--- config.mk ---
export PLATFORM = sky130hd
export DESIGN_NAME = virtqueue_descriptor_ring_manager
export DESIGN_NICKNAME = d
export VERILOG_FILES = /design/src/rtl/vdrm_pkg.sv /design/src/rtl/virtqueue_descriptor_ring_manager.sv
export SDC_FILE = /design/constraint.sdc
export NUM_CORES = 2
export LEC_CHECK = 0
export ABC_AREA = 1
export BUFFER_PORTS_ARGS = -buffer_cell sky130_fd_sc_hd__buf_4
export CORE_MARGIN = 1
export CORE_UTILIZATION = 50
export DETAILED_ROUTE_END_ITERATION = 12
export PLACE_DENSITY = 0.79
export SLEW_MARGIN = 20
export SYNTH_ARGS = -nofsm -noshare
export SYNTH_HDL_FRONTEND = slang
export SYNTH_SLANG_ARGS = --single-unit
--- constraint.sdc ---
create_clock -name clk_i -period 10.95 [get_ports clk_i]
set_input_delay 2.19 -clock clk_i [delete_from_list [all_inputs] [get_ports clk_i]]
set_output_delay 2.19 -clock clk_i [all_outputs]
set_load 0.01 [all_outputs]
--- src/rtl/vdrm_pkg.sv ---
`timescale 1ns / 1ps
// ----------------------------------------------------------------------------
// Virtqueue descriptor ring manager package
// Command codes, controller states and fixed constants.
// ----------------------------------------------------------------------------
package vdrm_pkg;

  localparam logic [1:0] CMD_POST    = 2'd0;
  localparam logic [1:0] CMD_PUBLISH = 2'd1;
  localparam logic [1:0] CMD_USED    = 2'd2;

  localparam logic [15:0] KICK_GUARD = 16'h7FFF;

  typedef enum logic [1:0] {
    S_INIT,
    S_IDLE,
    S_POST,
    S_WALK
  } state_e;

endpackage

--- src/rtl/virtqueue_descriptor_ring_manager.sv ---
`timescale 1ns / 1ps
// ----------------------------------------------------------------------------
// Virtqueue descriptor ring manager
// Driver side of a split virtqueue: descriptor table with LIFO free list,
// available ring, kick decision and completion handling.
// ----------------------------------------------------------------------------
// Channel   Direction  Handshake                    Payload
// request   in         start_i and not busy_o       command_i .. used_len_i
// result    out        valid_o, one cycle           desc_index_o .. no_descriptor_o
// config    in         cfg_we_i                     cfg_wdata_i
//
// A publish, a no-op or a failed post gives its result in the cycle after
// the request. A post reads the link memory, then writes it and the
// descriptor table in S_POST. A used request frees one descriptor per step
// of its walk through the link memory. After reset a clearing pass over all
// DESC_COUNT entries initialises the free list while busy_o is high.
// The receiver cannot stall; each result is shown for one cycle only.
// ----------------------------------------------------------------------------
module virtqueue_descriptor_ring_manager
  import vdrm_pkg::*;
#(
  parameter int DESC_COUNT = 256
) (
  input  logic        clk_i,
  input  logic        rst_ni,
  input  logic        cfg_we_i,
  input  logic        cfg_wdata_i,
  input  logic        start_i,
  output logic        busy_o,
  input  logic [1:0]  command_i,
  input  logic [63:0] buf_addr_i,
  input  logic [31:0] buf_len_i,
  input  logic        buf_writeable_i,
  input  logic        chain_head_i,
  input  logic [15:0] avail_evt_i,
  input  logic        device_no_notify_i,
  input  logic [7:0]  used_id_i,
  input  logic [31:0] used_len_i,
  output logic        valid_o,
  output logic [7:0]  desc_index_o,
  output logic [15:0] avail_index_o,
  output logic        kick_o,
  output logic [7:0]  done_id_o,
  output logic [31:0] done_len_o,
  output logic [8:0]  freed_count_o,
  output logic [8:0]  free_count_o,
  output logic [15:0] used_tail_o,
  output logic        no_descriptor_o
);

  localparam int IW = $clog2(DESC_COUNT);
  localparam logic [IW:0] FULL = (IW+1)'(DESC_COUNT);

  state_e        state_q, state_d;
  logic [IW-1:0] init_q, init_d;
  logic [IW-1:0] free_head_q, free_head_d;
  logic [IW:0]   free_total_q, free_total_d;
  logic [15:0]   avail_head_q, avail_head_d;
  logic [15:0]   added_q, added_d;
  logic [15:0]   used_tail_q, used_tail_d;
  logic [IW-1:0] chain_prev_q, chain_prev_d;
  logic          chain_open_q, chain_open_d;
  logic          evt_en_q;
  logic [IW-1:0] walk_id_q, walk_id_d;
  logic [IW:0]   freed_q, freed_d;

  logic [63:0]   addr_q;
  logic [31:0]   len_q;
  logic          wr_q;
  logic          head_q;
  logic [7:0]    used_id_q;
  logic [31:0]   used_len_q;

  logic          res_valid_q, res_valid_d;
  logic [7:0]    res_desc_q, res_desc_d;
  logic          res_kick_q, res_kick_d;
  logic [7:0]    res_done_id_q, res_done_id_d;
  logic [31:0]   res_done_len_q, res_done_len_d;
  logic [8:0]    res_freed_q, res_freed_d;
  logic          res_nodesc_q, res_nodesc_d;

  logic [IW:0]   link_mem [DESC_COUNT];
  logic [96:0]   desc_mem [DESC_COUNT];
  logic [IW-1:0] avail_mem [DESC_COUNT];

  logic          rd_en;
  logic [IW-1:0] rd_addr;
  logic [IW:0]   rd_data_q;
  logic          lk_we;
  logic [IW-1:0] lk_waddr;
  logic [IW:0]   lk_wdata;
  logic          dsc_we;
  logic          av_we;

  logic [IW+7:0] used_wide;
  logic [IW+7:0] d_wide;
  logic [IW+8:0] freed_wide;
  logic [IW+8:0] total_wide;
  logic [15:0]   diff;
  logic          need;
  logic          kick;
  logic [IW:0]   freed_next;

  always_ff @(posedge clk_i) begin
    if (lk_we) begin
      link_mem[lk_waddr] <= lk_wdata;
    end
    if (rd_en) begin
      if (lk_we && (lk_waddr == rd_addr)) begin
        rd_data_q <= lk_wdata;
      end else begin
        rd_data_q <= link_mem[rd_addr];
      end
    end
  end

  always_ff @(posedge clk_i) begin
    if (dsc_we) begin
      desc_mem[free_head_q] <= {addr_q, len_q, wr_q};
    end
    if (av_we) begin
      avail_mem[avail_head_q[IW-1:0]] <= free_head_q;
    end
  end

  always_ff @(posedge clk_i) begin
    if (start_i && !busy_o) begin
      addr_q     <= buf_addr_i;
      len_q      <= buf_len_i;
      wr_q       <= buf_writeable_i;
      head_q     <= chain_head_i;
      used_id_q  <= used_id_i;
      used_len_q <= used_len_i;
    end
  end

  always_comb begin
    used_wide  = {{IW{1'b0}}, used_id_i};
    d_wide     = {8'd0, free_head_q};
    freed_next = freed_q + 1'b1;
    freed_wide = {8'd0, freed_next};
    total_wide = {8'd0, free_total_q};
    diff       = avail_head_q - avail_evt_i - 16'd1;
    need       = diff < added_q;
    if (evt_en_q) begin
      kick = need || (added_q >= KICK_GUARD);
    end else begin
      kick = !device_no_notify_i;
    end
  end

  always_comb begin
    state_d        = state_q;
    init_d         = init_q;
    free_head_d    = free_head_q;
    free_total_d   = free_total_q;
    avail_head_d   = avail_head_q;
    added_d        = added_q;
    used_tail_d    = used_tail_q;
    chain_prev_d   = chain_prev_q;
    chain_open_d   = chain_open_q;
    walk_id_d      = walk_id_q;
    freed_d        = freed_q;
    res_valid_d    = 1'b0;
    res_desc_d     = 8'd0;
    res_kick_d     = 1'b0;
    res_done_id_d  = 8'd0;
    res_done_len_d = 32'd0;
    res_freed_d    = 9'd0;
    res_nodesc_d   = 1'b0;
    rd_en          = 1'b0;
    rd_addr        = free_head_q;
    lk_we          = 1'b0;
    lk_waddr       = free_head_q;
    lk_wdata       = '0;
    dsc_we         = 1'b0;
    av_we          = 1'b0;
    case (state_q)
      S_INIT: begin
        lk_we    = 1'b1;
        lk_waddr = init_q;
        lk_wdata = {1'b0, init_q - 1'b1};
        init_d   = init_q + 1'b1;
        if (init_q == IW'(DESC_COUNT - 1)) begin
          state_d = S_IDLE;
        end
      end
      S_IDLE: begin
        if (start_i) begin
          case (command_i)
            CMD_POST: begin
              if (free_total_q == '0) begin
                res_valid_d  = 1'b1;
                res_nodesc_d = 1'b1;
              end else begin
                rd_en   = 1'b1;
                rd_addr = free_head_q;
                state_d = S_POST;
              end
            end
            CMD_PUBLISH: begin
              res_valid_d = 1'b1;
              res_kick_d  = kick;
              if (kick) begin
                added_d = 16'd0;
              end
            end
            CMD_USED: begin
              used_tail_d = used_tail_q + 16'd1;
              if (free_total_q == FULL) begin
                res_valid_d    = 1'b1;
                res_done_id_d  = used_id_i;
                res_done_len_d = used_len_i;
              end else begin
                rd_en     = 1'b1;
                rd_addr   = used_wide[IW-1:0];
                walk_id_d = used_wide[IW-1:0];
                freed_d   = '0;
                state_d   = S_WALK;
              end
            end
            default: begin
              res_valid_d = 1'b1;
            end
          endcase
        end
      end
      S_POST: begin
        free_head_d  = rd_data_q[IW-1:0];
        free_total_d = free_total_q - 1'b1;
        lk_we        = 1'b1;
        lk_waddr     = free_head_q;
        lk_wdata     = {chain_open_q, chain_open_q ? chain_prev_q : {IW{1'b0}}};
        dsc_we       = 1'b1;
        if (head_q) begin
          av_we        = 1'b1;
          avail_head_d = avail_head_q + 16'd1;
          added_d      = added_q + 16'd1;
          chain_open_d = 1'b0;
          chain_prev_d = '0;
        end else begin
          chain_open_d = 1'b1;
          chain_prev_d = free_head_q;
        end
        res_valid_d = 1'b1;
        res_desc_d  = d_wide[7:0];
        state_d     = S_IDLE;
      end
      S_WALK: begin
        lk_we        = 1'b1;
        lk_waddr     = walk_id_q;
        lk_wdata     = {rd_data_q[IW], free_head_q};
        free_head_d  = walk_id_q;
        free_total_d = free_total_q + 1'b1;
        freed_d      = freed_next;
        if (rd_data_q[IW] && (free_total_d != FULL)) begin
          rd_en     = 1'b1;
          rd_addr   = rd_data_q[IW-1:0];
          walk_id_d = rd_data_q[IW-1:0];
        end else begin
          res_valid_d    = 1'b1;
          res_done_id_d  = used_id_q;
          res_done_len_d = used_len_q;
          res_freed_d    = freed_wide[8:0];
          state_d        = S_IDLE;
        end
      end
      default: begin
        state_d = S_IDLE;
      end
    endcase
  end

  always_ff @(posedge clk_i or negedge rst_ni) begin
    if (!rst_ni) begin
      state_q      <= S_INIT;
      init_q       <= '0;
      free_head_q  <= IW'(DESC_COUNT - 1);
      free_total_q <= FULL;
      avail_head_q <= 16'd0;
      added_q      <= 16'd0;
      used_tail_q  <= 16'd0;
      chain_prev_q <= '0;
      chain_open_q <= 1'b0;
      evt_en_q     <= 1'b1;
      walk_id_q    <= '0;
      freed_q      <= '0;
      res_valid_q  <= 1'b0;
    end else begin
      state_q      <= state_d;
      init_q       <= init_d;
      free_head_q  <= free_head_d;
      free_total_q <= free_total_d;
      avail_head_q <= avail_head_d;
      added_q      <= added_d;
      used_tail_q  <= used_tail_d;
      chain_prev_q <= chain_prev_d;
      chain_open_q <= chain_open_d;
      walk_id_q    <= walk_id_d;
      freed_q      <= freed_d;
      res_valid_q  <= res_valid_d;
      if (cfg_we_i) begin
        evt_en_q <= cfg_wdata_i;
      end
    end
  end

  always_ff @(posedge clk_i) begin
    res_desc_q     <= res_desc_d;
    res_kick_q     <= res_kick_d;
    res_done_id_q  <= res_done_id_d;
    res_done_len_q <= res_done_len_d;
    res_freed_q    <= res_freed_d;
    res_nodesc_q   <= res_nodesc_d;
  end

  assign busy_o          = (state_q != S_IDLE);
  assign valid_o         = res_valid_q;
  assign desc_index_o    = res_desc_q;
  assign avail_index_o   = avail_head_q;
  assign kick_o          = res_kick_q;
  assign done_id_o       = res_done_id_q;
  assign done_len_o      = res_done_len_q;
  assign freed_count_o   = res_freed_q;
  assign free_count_o    = total_wide[8:0];
  assign used_tail_o     = used_tail_q;
  assign no_descriptor_o = res_nodesc_q;

`ifndef SYNTHESIS
  a_total_bound: assert property (@(posedge clk_i) disable iff (!rst_ni)
    free_total_q <= FULL) else $error("free descriptor count above ring size");
  a_post_result: assert property (@(posedge clk_i) disable iff (!rst_ni)
    (state_q == S_POST) |=> valid_o) else $error("post gave no result");
  a_init_quiet: assert property (@(posedge clk_i) disable iff (!rst_ni)
    (state_q == S_INIT) |-> !valid_o) else $error("result during clearing pass");
`endif

endmodule
=== Word level (Yosys, flattened, before mapping) ===
Memory sizes are Yosys's and may differ from the RTL's. A register that Yosys moved wholly into a read port is not among the register bits.
Cells that the tools add are included.

* $add $sub $neg: 10
* Reduce and logical (&&, ||, !) cells: 21
* Equality and inequality tests: 21
* Mux-type cells: 59
* Bitwise logic cells: 1
* Magnitude comparators: 2

{| class="wikitable"
|+ Operators with widths
! kind !! number
|-
| $mux W32 || 4
|-
| $mux W8 || 14
|-
| $pmux W8 S2 || 5
|-
| $mux W16 || 4
|-
| $pmux W32 S2 || 1
|-
| $add A16 B1 Y16 const B || 3
|-
| $pmux W9 S2 || 2
|-
| $pmux W16 S2 || 1
|-
| $mux W9 || 3
|-
| $pmux W9 S3 || 1
|-
| $add A9 B1 Y9 const B || 2
|-
| $ge A16 B15 Y1 const B || 1
|-
| $lt A16 B16 Y1 || 1
|-
| $ne A2 B2 Y1 const B || 8
|-
| $sub A16 B1 Y16 const B || 1
|-
| $sub A16 B16 Y16 || 1
|-
| $mux W1 || 13
|-
| $mux W2 || 5
|-
| $reduce_and A5 Y1 || 2
|-
| $eq A9 B9 Y1 const B || 1
|-
| $logic_not A9 Y1 || 1
|-
| $ne A9 B9 Y1 const B || 1
|-
| $reduce_and A3 Y1 || 3
|-
| $sub A9 B1 Y9 const B || 1
|-
| 23 further kinds || 35
|}

* Bits of input ports: 162
* Output and inout bits: 102
* Register bits: 203
* Memories kept: 1
* RAM bits: 2304
* Word-level logic and storage cells: 137

{| class="wikitable"
|+ Memories
! memory !! words !! bits a word !! rd ports !! clocked after Yosys merged registers in !! wr ports !! line !! source
|-
| link_mem || 256 || 9 || 1 || 1 || 1 || virtqueue_descriptor_ring_manager.sv:82 || <nowiki>logic [IW:0] link_mem [DESC_COUNT];</nowiki>
|}

=== Depth between registers and ports, before layout ===
* Depth after elaboration: 9
* Gate-level depth with buffers: 33
* Gate-level depth less buffers: 33

=== Worst setup path before layout ===
OpenSTA, ideal clock, no wires.

* Path type: register -> register
* Start point: register state_q[0]
* End point: memory link_mem[0][0] (netlist name), data pin
* Clock period less this slack: 10.508 ns
* Stages on the path, launching flop included: 6
* Data arrival time: 8.770 ns
* Buffers on the path: 1
* Slack: 0.442 ns
* Cells stage by stage: dfrtp_1 > inv_1 > ha_1 > clkbuf_1 > nand2_1 > a31oi_1

* Cells in the longest elaborated chain, start to end: 2
* Elaborated cells on any way between the ends: 4

{| class="wikitable"
|+ Ends and longest elaborated chain
! item !! line !! source
|-
| start: declaration || virtqueue_descriptor_ring_manager.sv:54 || <nowiki>state_e state_q, state_d;</nowiki>
|-
| start signal: assignment || virtqueue_descriptor_ring_manager.sv:290 || <nowiki>state_q <= state_d;</nowiki>
|-
| $eq A2 B2 Y1 or $logic_not A2 Y1 (tied branches) || virtqueue_descriptor_ring_manager.sv:178 || <nowiki>case (state_q)</nowiki>
|-
| $pmux W9 S3 (*) || virtqueue_descriptor_ring_manager.sv:178 ||
|-
| via lk_wdata[0] || virtqueue_descriptor_ring_manager.sv:91 || <nowiki>logic [IW:0] lk_wdata;</nowiki>
|-
| end: declaration || virtqueue_descriptor_ring_manager.sv:82 ||
|}

Mark *: on every way through the listed nets, which the timed path passes. The rest lies on a longest branch.

=== Final worst setup path ===
* Start point: input port command_i[0]
* End point: register rd_data_q[7] (read register of link_mem), data pin

* Cells in the longest elaborated chain, start to end: 4
* Elaborated cells on any way between the ends: 8

{| class="wikitable"
|+ Ends and longest elaborated chain
! item !! line !! source
|-
| start: declaration || virtqueue_descriptor_ring_manager.sv:30 || <nowiki>input logic [1:0] command_i,</nowiki>
|-
| $eq A2 B2 Y1 or $logic_not A2 Y1 (tied branches) || virtqueue_descriptor_ring_manager.sv:190 || <nowiki>case (command_i)</nowiki>
|-
| $pmux W1 S2 or $mux W8 (tied branches) || -- ||
|-
| $mux W1 or $mux W8 (tied branches) || virtqueue_descriptor_ring_manager.sv:189 || <nowiki>if (start_i) begin</nowiki>
|-
| $pmux W1 S2 or $pmux W8 S2 (tied branches) || virtqueue_descriptor_ring_manager.sv:178 ||
|-
| end: declaration || virtqueue_descriptor_ring_manager.sv:88 || <nowiki>logic [IW:0] rd_data_q;</nowiki>
|}

Parallel ways exist; a longest one is shown, timed or not.
A chain may end at the register's enable or synchronous reset.

==> results by group <==
STA
  – Final setup margin: approximately 3.7 ns
  – Fin. max-slew vios: 0
  – Sum of negative setup slack: 0 ns
  – Worst Tran Pin Value: 1.16 ns
  – Fmax achieved: around 0.14 GHz
  – Relative slew slack: 0.221
  – Tmin final: between 7 and 8 ns
  – Worst clock skew: roughly 0.033 ns
  – Final setup viols: 0
  – Final Cycle Share: 0.660
  – Final Hold Fails: 0
  – RSZ-0062 raised after global routing: false

Yosys
  – Cell variety after synth: 47
  – Top cells by area, synth: edfxtp_1 (67%), nand3_1 (12%), nand2_1 (8.0%), dfrtp_1 (2.2%), buf_2 (1.7%)
  – Synth Register Bits: between 2000 and 3000
  – Cell taking the most area after synthesis: edfxtp_1
  – Mux contribution to synthesized area: 0.000106
  – Combinational family with the most area after synthesis: simple AND/OR/NAND/NOR gates
  – Simple-Gate Fraction of Synth Area: 0.224
  – Top FF cell, synth: edfxtp_1
  – Mapped Area: 106000 um2
  – Synthesized area per cell: between 10 and 15 um2
  – Synth Area in Compound Gates: 0.0152
  – Xor and xnor area share after synthesis: 0.00588
  – Area share of the largest cell type after synthesis: 0.668
  – Post-Syn Nets: between 9000 and 10000
  – Yosys warning count: 0
  – Adder-cell share of the synthesized area: 0.00539
  – Number of synthesized flops with an enable pin: roughly 2400
  – Ys async rst share: 0.0409
  – Cells after Synth: 9257
  – Seq/Total Area, Yosys: 0.704

Clocking
  – CTS tree: done
  – Post-CTS sizing: 0
  – Clock Path Buffers: 3
  – Clock net sink count: 2516
  – Clock transition at the registers of the reported paths: around 0.06 ns
  – Clock Tree Root: clkbuf_16
  – H-tree depth: 4
  – Post-CTS setup buffers: 0
  – Clk_lat worst skew: roughly 0.89 ns
  – CTS Buf Count: 230
  – Hold-fix buffers, CTS: 0

Worst setup path
  – Crit path DAT: between 7 and 8 ns
  – CP endpoint kind: register
  – Crit-path max FO: 108
  – CP Data Required Time: about 12 ns
  – WS Path Type: input pin to register
  – Crit start category: input pin
  – Reg2Reg Setup Slack: 3.74 ns

Layout
  – Final Core Density: 0.555
  – # nets final: 9355
  – Share of cells above drive strength 1: 0.0720
  – Area Overhead vs Synth: 10.1%

Detailed routing
  – Drt pass-1 iters: 9
  – Via density per instance: 6.01
  – DRC: 0
  – WL met2: 128000 um
  – Initial DRC count: slightly above 10000
  – DR vias: approximately 73000
  – Top Metal Used: met5
  – Drt wl/cell: about 23 um
  – Aggregate routed wire length: approximately 280000 um
  – Post-Route M1 WL: roughly 100000 um
  – Post-route ant nets: 0
  – Met3 Wirelength: approximately 35000 um

Die
  – I/O pin count: ~260
  – Die width: approximately 460 um
  – Row count: 168
  – Chip height: 462 um
  – Die area: ~210000 um2
  – Starting Density: 0.504
  – Core box area: between 200000 and 250000 um2

Global routing
  – GRT Util Overall: 0.254
  – Antenna violations before repair: 4
  – First-pass GRT wire length: roughly 410000 um
  – Largest net degree at the start of global routing: 225
  – Vias in the first global route: roughly 70000
  – Grt ovf: 0

Run status
  – Outcome: completed

Placement
  – Detailed Place HPWL: roughly 150000 um
  – Pre-CTS WS: around 3 ns
  – GP Congestion: 0.908
  – IO buf count: 166

Run
  – Max_cap viols: 0

Min path
  – Hold crit path type: register to register
kinds of logic (layout without fill, tap and decap cells):
family	after synthesis	after routing
adders and majority gates	45	45
buffers and inverters	1084	1176
and+or+nand+nor	5300	5300
xor gates and xnor gates	71	71
DFF	2516	2516
muxes	1	1
AOI/OAI and AO/OA	240	240
other	0	5
cells in the final DEF, fill, tap and decap left out, types with 54 or more instances in the layout:
cell,count
clkbuf_16,236
dfxtp_1,59
edfxtp_1,2354
nand2_1,2238
xor2_1,55
nand3_1,2493
clkinv_2,54
nor2_1,363
nand3b_1,147
buf_4,247
inv_1,453
dfrtp_1,93
final timing paths:
path / endpoint / start / cells past startpoint
max reg2reg: rd_data_q[7]$_DFFE_PP_ / state_q[1]$_DFFE_PN0P_ / 21
min reg2reg: done_len_o[10]$_DFF_P_ / used_len_q[10]$_DFFE_PP_ / 1
min: done_len_o[10]$_DFF_P_ / used_len_q[10]$_DFFE_PP_ / 1
min in group asynchronous: avail_index_o[5]$_DFFE_PN0P_ / rst_ni / 1
max: rd_data_q[7]$_DFFE_PP_ / command_i[0] / 21
max in group asynchronous: chain_prev_q[0]$_DFFE_PN0P_ / rst_ni / 2
flip-flops by register name (all words and copies together), names as in the netlist, 16 cells and up:
| signal | flops |
|---|---|
| link_mem | 2304 |
| done_len_o | 32 |
| used_len_q | 32 |
| added_q | 16 |
| avail_index_o | 16 |
| used_tail_o | 16 |
layout make-up:
class	count	area, um2
diodes	5	12.5
clock buffers	281	6150
clock inverters	152	1540
fillers	16400	93300
inverters	476	1850
multi-input cells	5657	26700
flip-flops and latches	2516	74500
well taps	2805	3510
repair buffers	267	2270
cell usage after synthesis, drive strengths merged (51+ instances only):
cell,count
edfxtp,2354
nand3b,147
nor2,367
nand2,2246
dfrtp,93
nand3,2497
o21ai,59
xor2,55
clkbuf,154
dfxtp,59
buf,454
a21oi,51
inv,468
worst max-delay path: stages:
cell and delay (ns):
buf_4 0.12, nor2_1 0.34, nand4_1 0.24, nand3_1 0.14, nand2_1 0.08, clkinv_1 0.10
nand3_4 0.45, nand2_8 0.83, buf_4 0.74, buf_4 0.78, nand2_1 0.11, nand3_1 0.11
nand3_1 0.11, nand3_1 0.19, nand3_1 0.23, nand3_1 0.39, nand2_1 0.10, nand2_1 0.07
nand3_1 0.10, nand3_1 0.14, nand2_1 0.08
through the flow:
stage | area (um2) | cells | hold WS (ns)
after CTS | 116000 | 12200 | 0.444
final | 116000 | 12200 | 0.435
after global routing | 116000 | 12200 | 0.478
after global placement | 109000 | 11700 | 0.437
after detailed placement | 109000 | 11700 | 0.437
after floorplan | 106000 | 9257 | 0.422
routing by layer:
metal  vias up  GRT usage
li1      32400          -
met1     35100      0.336
met2      4972      0.399
met3       724     0.0611
met4         2      0.118
met5         -          0
Power is left out: the tool's default activity adds up to more than one toggle a clock period on the data nets, which glitch-free logic cannot reach.
